File: src/design/rwsp_pkg.sv
package rwsp_pkg;

  localparam logic [31:0] ID_RIFF  = 32'h4646_4952;
  localparam logic [31:0] ID_WAVE  = 32'h4556_4157;
  localparam logic [31:0] ID_FMT   = 32'h2074_6D66;
  localparam logic [31:0] ID_DATA  = 32'h6174_6164;
  localparam int unsigned MS_PER_S = 1000;

  localparam int unsigned DVD_W  = 42;
  localparam int unsigned DCNT_W = $clog2(DVD_W);

  localparam logic [1:0] KIND_DATA = 2'd0;
  localparam logic [1:0] KIND_SUM  = 2'd1;
  localparam logic [1:0] KIND_ERR  = 2'd2;

  typedef enum logic [2:0] {
    PH_TOP_HDR,
    PH_TOP_SKIP,
    PH_FORM,
    PH_SUB_HDR,
    PH_SUB_SKIP,
    PH_FMT_BODY,
    PH_DATA_BODY,
    PH_DONE
  } phase_t;

  typedef enum logic [2:0] {
    C_IDLE,
    C_EMIT,
    C_MUL,
    C_DIV,
    C_SUM
  } ctrl_t;

  typedef struct packed {
    logic [7:0] in_byte;
    logic       end_of_stream;
  } in_t;

  typedef struct packed {
    logic [1:0]  kind;
    logic [7:0]  data_byte;
    logic [15:0] format_tag;
    logic [15:0] channels;
    logic [31:0] sample_freq;
    logic [31:0] avg_bytes_per_sec;
    logic [15:0] block_align;
    logic [15:0] bits_per_sample;
    logic [31:0] wave_bytes;
    logic [31:0] play_time_ms;
  } out_t;

endpackage

File: src/design/riff_wave_stream_parser_core.sv
// Channel   Direction  Handshake                     Payload
// request   in         byte_valid / byte_stall       byte_req (in_byte, end_of_stream)
// result    out        result_valid / result_stall   result   (kind, data, fmt summary)
//
// Each request byte is accepted and parsed, then handled in the emit sequencer;
// a data byte followed by an error or a summary stays in emit for the second result.
// A summary adds a 32x10 multiply, 42 divider steps, summary load, back to emit.
// A result waits in the output register; the sequencer holds while it is full and stalled.
// Reset (rst, synchronous) clears the parser, the sequencer and the output valid.
// end_of_stream clears the parser once that byte's results are in the output register.
module riff_wave_stream_parser_core (
  input  logic           clk,
  input  logic           rst,
  input  logic           byte_valid,
  output logic           byte_stall,
  input  rwsp_pkg::in_t  byte_req,
  output logic           result_valid,
  input  logic           result_stall,
  output rwsp_pkg::out_t result
);
  import rwsp_pkg::*;

  phase_t       phase, phase_next;
  logic [63:0]  header_shift, header_shift_next;
  logic [3:0]   header_count, header_count_next;
  logic [31:0]  body_left, body_left_next;
  logic [31:0]  riff_size, riff_size_next;
  logic [32:0]  riff_consumed, riff_consumed_next;
  logic         fmt_found, fmt_found_next;
  logic [127:0] fmt_shift, fmt_shift_next;
  logic [4:0]   fmt_index, fmt_index_next;
  logic [31:0]  data_total, data_total_next;

  ctrl_t        ctrl, ctrl_next;
  logic         has_data, has_sum, has_err, pend_reset;
  logic         step_data, step_sum, step_err;
  logic [7:0]   data_hold;

  logic [DVD_W-1:0]  dvd, quo;
  logic [32:0]       rem, rem_sh;
  logic [DCNT_W-1:0] div_count;
  logic              div_ge;

  logic acc, out_free, load_data, load_sum, load_err, clr;
  logic sd;
  logic [31:0] id_w, size_w, rate;
  out_t result_next;

  assign acc        = byte_valid && !byte_stall;
  assign byte_stall = (ctrl != C_IDLE);
  assign out_free   = !result_valid || !result_stall;
  assign rate       = fmt_shift[95:64];

  always_comb begin
    phase_next         = phase;
    header_shift_next  = header_shift;
    header_count_next  = header_count;
    body_left_next     = body_left;
    riff_size_next     = riff_size;
    riff_consumed_next = riff_consumed;
    fmt_found_next     = fmt_found;
    fmt_shift_next     = fmt_shift;
    fmt_index_next     = fmt_index;
    data_total_next    = data_total;
    step_data          = 1'b0;
    step_sum           = 1'b0;
    step_err           = 1'b0;
    sd                 = 1'b0;
    id_w               = '0;
    size_w             = '0;

    if (phase inside {[PH_FORM:PH_DATA_BODY]} && riff_consumed != '1) begin
      riff_consumed_next = riff_consumed + 33'd1;
    end

    case (phase)
      PH_TOP_HDR: begin
        header_shift_next[{header_count[2:0], 3'b000} +: 8] = byte_req.in_byte;
        header_count_next = header_count + 4'd1;
        if (header_count[2:0] == 3'd7) begin
          id_w   = header_shift_next[31:0];
          size_w = header_shift_next[63:32];
          header_count_next = '0;
          header_shift_next = '0;
          if (id_w == ID_RIFF) begin
            riff_size_next     = size_w;
            riff_consumed_next = '0;
            phase_next         = PH_FORM;
          end else begin
            body_left_next = size_w;
            phase_next     = (size_w != '0) ? PH_TOP_SKIP : PH_TOP_HDR;
          end
        end
      end
      PH_TOP_SKIP: begin
        body_left_next = body_left - 32'd1;
        if (body_left_next == '0) phase_next = PH_TOP_HDR;
      end
      PH_FORM: begin
        header_shift_next[{header_count[1:0], 3'b000} +: 8] = byte_req.in_byte;
        header_count_next = header_count + 4'd1;
        if (header_count[1:0] == 2'd3) begin
          id_w = header_shift_next[31:0];
          header_count_next = '0;
          header_shift_next = '0;
          if (id_w == ID_WAVE) begin
            sd = 1'b1;
          end else begin
            body_left_next = (riff_size > 32'd4) ? riff_size - 32'd4 : '0;
            phase_next     = (body_left_next != '0) ? PH_TOP_SKIP : PH_TOP_HDR;
          end
        end
      end
      PH_SUB_HDR: begin
        header_shift_next[{header_count[2:0], 3'b000} +: 8] = byte_req.in_byte;
        header_count_next = header_count + 4'd1;
        if (header_count[2:0] == 3'd7) begin
          id_w   = header_shift_next[31:0];
          size_w = header_shift_next[63:32];
          header_count_next = '0;
          header_shift_next = '0;
          body_left_next    = size_w;
          if (id_w == ID_FMT && !fmt_found) begin
            fmt_found_next = 1'b1;
            fmt_index_next = '0;
            phase_next     = PH_FMT_BODY;
          end else if (id_w == ID_DATA && fmt_found) begin
            data_total_next = data_total + size_w;
            phase_next      = PH_DATA_BODY;
          end else begin
            phase_next = PH_SUB_SKIP;
          end
          if (size_w == '0) sd = 1'b1;
        end
      end
      PH_SUB_SKIP, PH_FMT_BODY, PH_DATA_BODY: begin
        if (phase == PH_FMT_BODY && !fmt_index[4]) begin
          fmt_shift_next[{fmt_index[3:0], 3'b000} +: 8] = byte_req.in_byte;
          fmt_index_next = fmt_index + 5'd1;
        end
        if (phase == PH_DATA_BODY) step_data = 1'b1;
        body_left_next = body_left - 32'd1;
        if (body_left_next == '0) sd = 1'b1;
      end
      default: begin
      end
    endcase

    if (sd) begin
      if (riff_consumed_next >= {1'b0, riff_size}) begin
        if (fmt_found_next) begin
          step_sum   = 1'b1;
          phase_next = PH_DONE;
        end else begin
          phase_next = PH_TOP_HDR;
        end
      end else begin
        phase_next = PH_SUB_HDR;
      end
      header_count_next = '0;
      header_shift_next = '0;
    end

    if (byte_req.end_of_stream && phase_next != PH_DONE) step_err = 1'b1;
  end

  always_ff @(posedge clk) begin
    if (rst || clr) begin
      phase         <= PH_TOP_HDR;
      header_shift  <= '0;
      header_count  <= '0;
      body_left     <= '0;
      riff_size     <= '0;
      riff_consumed <= '0;
      fmt_found     <= 1'b0;
      fmt_shift     <= '0;
      fmt_index     <= '0;
      data_total    <= '0;
    end else if (acc) begin
      phase         <= phase_next;
      header_shift  <= header_shift_next;
      header_count  <= header_count_next;
      body_left     <= body_left_next;
      riff_size     <= riff_size_next;
      riff_consumed <= riff_consumed_next;
      fmt_found     <= fmt_found_next;
      fmt_shift     <= fmt_shift_next;
      fmt_index     <= fmt_index_next;
      data_total    <= data_total_next;
    end
  end

  always_comb begin
    ctrl_next = ctrl;
    load_data = 1'b0;
    load_sum  = 1'b0;
    load_err  = 1'b0;
    clr       = 1'b0;
    case (ctrl)
      C_IDLE: begin
        if (acc) ctrl_next = C_EMIT;
      end
      C_EMIT: begin
        if (has_data) begin
          if (out_free) begin
            load_data = 1'b1;
            if (!has_sum && !has_err) begin
              clr       = pend_reset;
              ctrl_next = C_IDLE;
            end
          end
        end else if (has_sum) begin
          ctrl_next = C_MUL;
        end else if (has_err) begin
          if (out_free) begin
            load_err  = 1'b1;
            clr       = pend_reset;
            ctrl_next = C_IDLE;
          end
        end else begin
          clr       = pend_reset;
          ctrl_next = C_IDLE;
        end
      end
      C_MUL: ctrl_next = C_DIV;
      C_DIV: begin
        if (div_count == '0) ctrl_next = C_SUM;
      end
      C_SUM: begin
        if (out_free) begin
          load_sum  = 1'b1;
          ctrl_next = C_EMIT;
        end
      end
      default: ctrl_next = C_IDLE;
    endcase
  end

  always_ff @(posedge clk) begin
    if (rst) begin
      ctrl <= C_IDLE;
    end else begin
      ctrl <= ctrl_next;
    end
  end

  always_ff @(posedge clk) begin
    if (rst) begin
      has_data   <= 1'b0;
      has_sum    <= 1'b0;
      has_err    <= 1'b0;
      pend_reset <= 1'b0;
    end else if (acc) begin
      has_data   <= step_data;
      has_sum    <= step_sum;
      has_err    <= step_err;
      pend_reset <= byte_req.end_of_stream;
    end else begin
      if (load_data) has_data <= 1'b0;
      if (load_sum) has_sum <= 1'b0;
      if (load_err) has_err <= 1'b0;
      if (clr) pend_reset <= 1'b0;
    end
  end

  always_ff @(posedge clk) begin
    if (acc) data_hold <= byte_req.in_byte;
  end

  assign rem_sh = {rem[31:0], dvd[DVD_W-1]};
  assign div_ge = (rem_sh >= {1'b0, rate});

  always_ff @(posedge clk) begin
    if (ctrl == C_MUL) begin
      dvd       <= DVD_W'(data_total) * DVD_W'(MS_PER_S);
      rem       <= '0;
      quo       <= '0;
      div_count <= DCNT_W'(DVD_W - 1);
    end else if (ctrl == C_DIV) begin
      rem       <= div_ge ? rem_sh - {1'b0, rate} : rem_sh;
      dvd       <= {dvd[DVD_W-2:0], 1'b0};
      quo       <= {quo[DVD_W-2:0], div_ge};
      div_count <= div_count - DCNT_W'(1);
    end
  end

  always_ff @(posedge clk) begin
    if (rst) begin
      result_valid <= 1'b0;
    end else if (load_data || load_sum || load_err) begin
      result_valid <= 1'b1;
    end else if (!result_stall) begin
      result_valid <= 1'b0;
    end
  end

  always_comb begin
    result_next = '0;
    if (load_data) begin
      result_next.kind      = KIND_DATA;
      result_next.data_byte = data_hold;
    end else if (load_sum) begin
      result_next.kind              = KIND_SUM;
      result_next.format_tag        = fmt_shift[15:0];
      result_next.channels          = fmt_shift[31:16];
      result_next.sample_freq       = fmt_shift[63:32];
      result_next.avg_bytes_per_sec = rate;
      result_next.block_align       = fmt_shift[111:96];
      result_next.bits_per_sample   = fmt_shift[127:112];
      result_next.wave_bytes        = data_total;
      result_next.play_time_ms      = (quo[DVD_W-1:32] != '0) ? '1 : quo[31:0];
    end else begin
      result_next.kind = KIND_ERR;
    end
  end

  always_ff @(posedge clk) begin
    if (load_data || load_sum || load_err) begin
      result <= result_next;
    end
  end

  a_accept_to_emit: assert property (@(posedge clk) disable iff (rst)
    acc |=> ctrl == C_EMIT)
    else $error("accepted request did not enter emit");

  a_idle_clean: assert property (@(posedge clk) disable iff (rst)
    ctrl == C_IDLE |-> !has_data && !has_sum && !has_err && !pend_reset)
    else $error("idle with pending results");

  a_sum_err_excl: assert property (@(posedge clk) disable iff (rst)
    !(has_sum && has_err))
    else $error("summary and error pending together");

  a_div_done: assert property (@(posedge clk) disable iff (rst)
    ctrl == C_DIV && div_count == '0 |=> ctrl == C_SUM)
    else $error("divider did not finish");

endmodule

File: config.mk
export PLATFORM = sky130hd
export DESIGN_NAME = riff_wave_stream_parser_core
export DESIGN_NICKNAME = d
export VERILOG_FILES = /design/src/design/rwsp_pkg.sv /design/src/design/riff_wave_stream_parser_core.sv
export SDC_FILE = /design/constraint.sdc
export NUM_CORES = 2
export LEC_CHECK = 0
export ABC_CLOCK_PERIOD_IN_PS = 17200
export BUFFER_PORTS_ARGS = -buffer_cell sky130_fd_sc_hd__clkbuf_2
export CAP_MARGIN = 20
export CORE_MARGIN = 2
export CORE_UTILIZATION = 55
export CTS_CLUSTER_DIAMETER = 40
export DETAILED_ROUTE_END_ITERATION = 6
export PLACE_DENSITY = 0.84
export SKIP_CTS_REPAIR_TIMING = 1
export SYNTH_ARGS = -nofsm -noshare
export SYNTH_HDL_FRONTEND = slang
export SYNTH_SLANG_ARGS = --single-unit
File: constraint.sdc
create_clock -name clk -period 17.2 [get_ports clk]
set_input_delay 2.58 -clock clk [delete_from_list [all_inputs] [get_ports clk]]
set_output_delay 2.58 -clock clk [all_outputs]
set_load 0.01 [all_outputs]
[After elaboration in Yosys (flattened, before gate mapping)]
Cells that the tools add are included.
Storage, ports and cells
  bits of input ports: 13
  output and inout bits: 204
  bits in registers: 671
  word-level logic and storage cells: 230
Cells by class
  shifts and indexed selects: 6
  $add $sub $neg: 11
  eq/ne operators: 32
  magnitude comparators: 5
  $mul: 1
  bitwise operators: 2
  muxes and demuxes: 95
  reduce and logical (&&, ||, !) cells: 47
Operators by type and width (count)
  two-way mux 32 bit: 8
  two-way mux 64 bit: 3
  two-way mux 33 bit: 4
  bitwise mux 128 bit: 1
  bitwise mux 64 bit: 2
  one-hot mux 32 bit (4 select lines): 1
  one-hot mux 64 bit (2 select lines): 1
  variable shift 8 x 9 -> 128 bit, first input constant: 1
  indexed part select 8 x 9 -> 128 bit: 1
  equality test 32 x 31 -> 1 bit, second input constant: 3
  two-way mux 42 bit: 2
  >= comparator 33 x 32 -> 1 bit: 2
  zero test 32 bit: 2
  nonzero test 32 bit: 2
  variable shift 8 x 7 -> 64 bit, first input constant: 1
  variable shift 8 x 8 -> 64 bit, first input constant: 1
  indexed part select 8 x 7 -> 64 bit: 1
  indexed part select 8 x 8 -> 64 bit: 1
  two-way mux 3 bit: 17
  two-way mux 1 bit: 41
  multiplier 32 x 7 -> 39 bit, second input constant: 1
  adder 33 x 1 -> 33 bit, second input constant: 1
  != test 33 bit, second input constant: 1
  adder 32 bit: 1
  other kinds (48): 100

[Depth between registers and ports, before layout]
  word-level depth: 15
  depth in mapped cells: 28
  gate-level depth less buffers: 24

[Worst setup path before layout]
Ideal clock, no wire load.
  kind: input -> register
  start point: in result_stall
  end point: reg result[0] (netlist bit) (enable)
  path slack: -837 ps
  buffers on the path: 0
  arrival time: 16991 ps
  setup time: 1046 ps
  required time: 16154 ps
  stages: 3
  cell sequence: nand2_1 > nand3_1 > o21ai_0
Between the ends
  longest elaborated chain between the ends: 8
  elaborated cells between the ends (all ways): 12
  classes of those cells: 8 x mux; 4 x reduce/logical
Ends and longest elaborated chain
  start, declared: RTL line riff_wave_stream_parser_core.sv:18  | input logic result_stall,
  zero test 1 bit (*)
  logical OR 1 bit (*): RTL line riff_wave_stream_parser_core.sv:51  | assign out_free = !result_valid || !result_stall;
  two-way mux 1 bit (*): RTL line riff_wave_stream_parser_core.sv:205, riff_wave_stream_parser_core.sv:215, riff_wave_stream_parser_core.sv:230
  two-way mux 1 bit: RTL line riff_wave_stream_parser_core.sv:214  | end else if (has_err) begin
  two-way mux 1 bit: RTL line riff_wave_stream_parser_core.sv:212  | end else if (has_sum) begin
  two-way mux 1 bit: RTL line riff_wave_stream_parser_core.sv:204  | if (has_data) begin
  two-way mux 1 bit: RTL line riff_wave_stream_parser_core.sv:199  | case (ctrl)
  logical OR 1 bit (*): RTL line riff_wave_stream_parser_core.sv:318  | if (load_data || load_sum || load_err) begin
  end signal, assigned: RTL line riff_wave_stream_parser_core.sv:319  | result <= result_next;
  end, declared: RTL line riff_wave_stream_parser_core.sv:19  | output rwsp_pkg::out_t result
Every way passes the cells marked *; elsewhere a longest branch is shown, timed or not.
A chain may end at the register's enable or synchronous reset.

[Final worst setup path]
  start point: reg header_count[1]
  end point: reg has_err
Between the ends
  elaborated cells between the ends (all ways): 46
  classes of those cells: 2 x add/sub; 1 x order compare; 7 x eq/ne; 4 x shift; 27 x mux; 5 x reduce/logical
RTL lines
  start, declared: RTL line riff_wave_stream_parser_core.sv:25  | logic [3:0] header_count, header_count_next;
  start signal, assigned: RTL line riff_wave_stream_parser_core.sv:182  | header_count <= header_count_next;
  negator 6 -> 8 bit: RTL line riff_wave_stream_parser_core.sv:78  | header_shift_next[{header_count[2:0], 3'b000} +: 8] = byte_req.in_byte;
  indexed part select 8 x 8 -> 64 bit / variable shift 8 x 8 -> 64 bit (equally long branches): RTL line riff_wave_stream_parser_core.sv:78
  bitwise mux 64 bit: RTL line riff_wave_stream_parser_core.sv:78
  equality test 32 x 31 -> 1 bit: RTL line riff_wave_stream_parser_core.sv:85  | if (id_w == ID_RIFF) begin
  two-way mux 33 bit: RTL line riff_wave_stream_parser_core.sv:85
  two-way mux 33 bit (*): RTL line riff_wave_stream_parser_core.sv:80  | if (header_count[2:0] == 3'd7) begin
  two-way mux 33 bit (*): RTL line riff_wave_stream_parser_core.sv:76  | case (phase)
  via riff_consumed_next[18]: RTL line riff_wave_stream_parser_core.sv:28  | logic [32:0] riff_consumed, riff_consumed_next;
  >= comparator 33 x 32 -> 1 bit (*): RTL line riff_wave_stream_parser_core.sv:150  | if (riff_consumed_next >= {1'b0, riff_size}) begin
  two-way mux 3 bit (*): RTL line riff_wave_stream_parser_core.sv:150
  two-way mux 3 bit (*): RTL line riff_wave_stream_parser_core.sv:149  | if (sd) begin
  != test 3 bit (*): RTL line riff_wave_stream_parser_core.sv:164  | if (byte_req.end_of_stream && phase_next != PH_DONE) step_err = 1'b1;
  logical AND 1 bit (*): RTL line riff_wave_stream_parser_core.sv:164
  two-way mux 1 bit (*): RTL line riff_wave_stream_parser_core.sv:164
  two-way mux 1 bit (*): RTL line riff_wave_stream_parser_core.sv:253  | end else if (acc) begin
  end signal, assigned: RTL line riff_wave_stream_parser_core.sv:256  | has_err <= step_err;
  end, declared: RTL line riff_wave_stream_parser_core.sv:35  | logic has_data, has_sum, has_err, pend_reset;
The timed path passes the listed nets; every way through them passes the cells marked *.

==> impl_metrics.toml <==
[synth]
synth_area_um2 = 39500
synth-warning-count = 0
ys.flop_type = "dfxtp_1"
synth_edf_count = 249
synth_xor_area_share_pct = 3.31
ys_types = 88
synth_area_leader_cell = "dfxtp_1"
avgSynthCellArea_um2 = 9.01
syn_inst = 4377
synth.area.top_cells = "dfxtp_1 21%, edfxtp_1 19%, ha_1 6.3%"
syn_nets = 4710
synth_top_family_by_area = "simple AND/OR/NAND/NOR gates"
synth_mux_area_share_pct = 3.84
ys_ff_latch = 670
synth_compound_area_share_pct = 14.6
synth_seq_area_share_pct = 40.3
yosysTopAreaCellShare_pct = 21.4
synth_adder_area_share_pct = 12.5
async_flop_share_pct = 0
synthSimpleGateAreaFrac_pct = 21.6

[worst_setup_path]
r2r-start = "header_count[1]"
crit_family = "simple AND/OR/NAND/NOR gates"
critPathSlowestCell = "ha_1"
crit_start = "header_count[1]"
cp.depth = 22
crit_fanout = 29
critPathCaptureType = "register"
worstPathCellList = "inv_1 -> ha_1 -> ha_1 -> nor4b_1 -> nand2_1 -> mux2i_1 -> nor4_1 -> nand2_1 -> nor4_2 -> buf_4 -> nor2_1 -> ha_1 -> a21o_1 -> a21o_1 -> a211oi_1 -> o31ai_1 -> a22oi_1 -> o211ai_1 -> a31oi_1 -> o21ai_0 -> a21oi_1 -> o32ai_1"
rr_worst_depth = 22
r2r_slack_ns = 9.97
critPathArrivalTime_ns = 7.75
crit_top_cell = "ha_1"
worstSetupPathType = "register to register"
path_buf_inv = 2
cp_slowest_stage_delay_ns = 0.90
critPathLaunchType = "register"
r2r_end = "has_err"
required_ns = 17.72

[routing]
first_pass_iters = 6
via_per_inst = 6.14
wl_per_cell_um = 19.9
drc_errors = 0
via_count = 33800
drt_iter0_drc = 3720
wirelength_um = 110000
antenna_left = 0

[cts]
cts_made_buffers = 95
h-tree-depth = 3
cts.sinks = 670
clk_pin_slew_ns = 0.06
clock_latency_ns = 0.67
cts_tree = "built"
cts_max_path_buffers = 3
ctsRootBufferMaster = "clkbuf_16"

[power_and_ir_drop]
vdd_drop_max_mv = 0.0883
total_leakage_power_nw = 18.9
p_per_area_nw_per_um2 = 92.6

[floorplanning]
die_y_um = 272
ios = 217
dieArea_um2 = 73900
rows = 98
die_w_um = 272
initial_core_util_pct = 55.4
core-area_um2 = 71200

[sta]
tns_ns = 0
finClkSkew_ns = 0.0326
finalHoldViolCount = 0
tightest_slew_ns = 1.33
period_minus_slack_ns = 7.23
slew_headroom_pct = 11.6
fin_crit_sh_pct = 42.0
drv_slew = 0
setup_viol = 0
fmax_mhz = 138
hold_slack_ns = 0.441
rsz0062_at_grt = "no"

[outcome]
status = "finished clean"

[grt]
antenna_found_initial = 0
grt_max_degree = 204
track_usage_pct = 28.8
grt_pass1_wl_um = 172000
grt_overflow = 0
grt_pass1_vias = 31800

[job]
drv_cap = 0

[place]
io_buffers = 216
gp_congestion = 0.990
hpwlAfterDp_um = 74200
placed_area_um2 = 41200

[final_layout]
num_antenna_cells = 0
fin_nets = 4810
syn_to_final_growth_pct = 12.9
fillers = 5621
fin_area_um2 = 44600
drive_gt1_share_pct = 11.0

[worst_hold_path]
min_from = "quo[41]"
whs_endpoint = "quo[41]"
holdCritPathClass = "register to register"
hold_depth = 2
==> how the worst max path moves through the flow <==
stage	to	slack, ns
after floorplan	result[0]	4.65
after global placement	has_err	9.48
after detailed placement	has_err	9.43
after CTS	has_err	10.09
after global routing	has_err	9.52
final	has_err	9.97
==> sequential cells by signal, summed over array words and instances (netlist names), 33 cells and up <==
register	cells
fmt_shift	128
dvd	39
header_shift	64
quo	42
riff_consumed	33
result	202
==> layout by cell type (no fill, tap or decap), types with 22 or more instances in the layout <==
cell and count:
o22ai_1 30, nor4_1 35, nand2b_1 30, clkbuf_2 216
o31ai_1 23, a211oi_1 33, o21a_1 22, a22oi_1 32
nor3_1 77, ha_1 200, nor2b_1 56, a21oi_1 290
nor2_1 532, inv_1 137, and2_1 154, buf_4 48
fa_1 120, xnor2_1 84, mux2i_1 138, o21ai_0 184
nand3b_1 23, nand3_1 197, dfxtp_1 420, nand2_1 467
clkbuf_16 97, and3_1 28, xor2_1 65, a31oi_1 34
nand4_1 44, a21o_1 54, edfxtp_1 249, or3_1 39
o311ai_0 28
==> per-layer routing <==
layer / part of all wire [%] / vias up / GRT usage [%] / wire, µm
met5: 0 / - / 0 / 0
met4: 4.8 / 0 / 14.0 / 5280
met3: 8.3 / 302 / 4.43 / 9100
met2: 46 / 1590 / 45.8 / 50400
met1: 41 / 16100 / 38.7 / 44800
li1: - / 15800 / - / -
==> power by group <==
part	internal [mW]	leakage (nW)	switching, mW	total [mW]
logic	0.150	11.3	0.306	0.456
clock network	1.20	1.61	0.794	2.00
registers	1.65	6.04	0.0172	1.67
==> tightest hold or removal path, stage by stage, from the launching register on <==
cell     delay (ns)
dfxtp_1        0.31
nand2_1        0.05
nand2_1        0.04
==> per-stage QoR <==
stage	util [%]	power [mW]	instances	setup slack, ns
floorplan	-	2.03	4377	4.65
finish	62.5	4.12	5509	9.97
global placement	57.8	2.14	5326	9.48
CTS	62.5	4.13	5505	10.09
detailed placement	57.8	2.14	5326	9.43
global route	62.5	4.25	5509	9.52
==> synth_stat cells (9+ instances only) <==
| cell | number |
|---|---|
| a221oi_1 | 14 |
| nor2b_1 | 56 |
| ha_1 | 200 |
| nor3_1 | 79 |
| edfxtp_1 | 249 |
| and3_1 | 28 |
| and4_1 | 10 |
| xnor2_1 | 84 |
| a211oi_1 | 33 |
| a21o_1 | 54 |
| a32oi_1 | 12 |
| mux2i_1 | 138 |
| clkbuf_1 | 240 |
| fa_1 | 120 |
| dfxtp_1 | 421 |
| o21bai_1 | 10 |
| or2_2 | 13 |
| o22ai_1 | 30 |
| nor4_1 | 36 |
| nand3_1 | 198 |
| mux2_2 | 12 |
| o31ai_1 | 23 |
| buf_1 | 18 |
| or3_1 | 39 |
| a21oi_1 | 290 |
| xor2_1 | 65 |
| nor3b_1 | 13 |
| o21ai_0 | 186 |
| nand3b_1 | 23 |
| nand2_1 | 467 |
| or4_1 | 12 |
| nand4_1 | 44 |
| nor2_1 | 534 |
| a22oi_1 | 32 |
| o211ai_1 | 17 |
| o21a_1 | 22 |
| nand2b_1 | 33 |
| a22o_1 | 14 |
| inv_1 | 139 |
| a31oi_1 | 34 |
| o311ai_0 | 30 |
| a2111oi_0 | 9 |
| and2_1 | 154 |
==> cell families after synthesis <==
family / Yosys count
compound gates: 901
xor+xnor: 149
fa+ha+maj: 321
buf+inv: 404
flops: 670
mux: 150
simple gates: 1782
==> area by class of cell <==
type                       instances  area [µm²]  share of cell area (%)
multi-input combinational       3303       22100                    49.6
sequential                       670       15900                    35.7
clock buffer                     114        2530                    5.68
timing repair buffer             268        1520                    3.42
tap                              950        1190                    2.67
clock inverter                    65         769                    1.73
inverter                         139         523                    1.17
No activity file was read; power rests on OpenSTA's default activity.
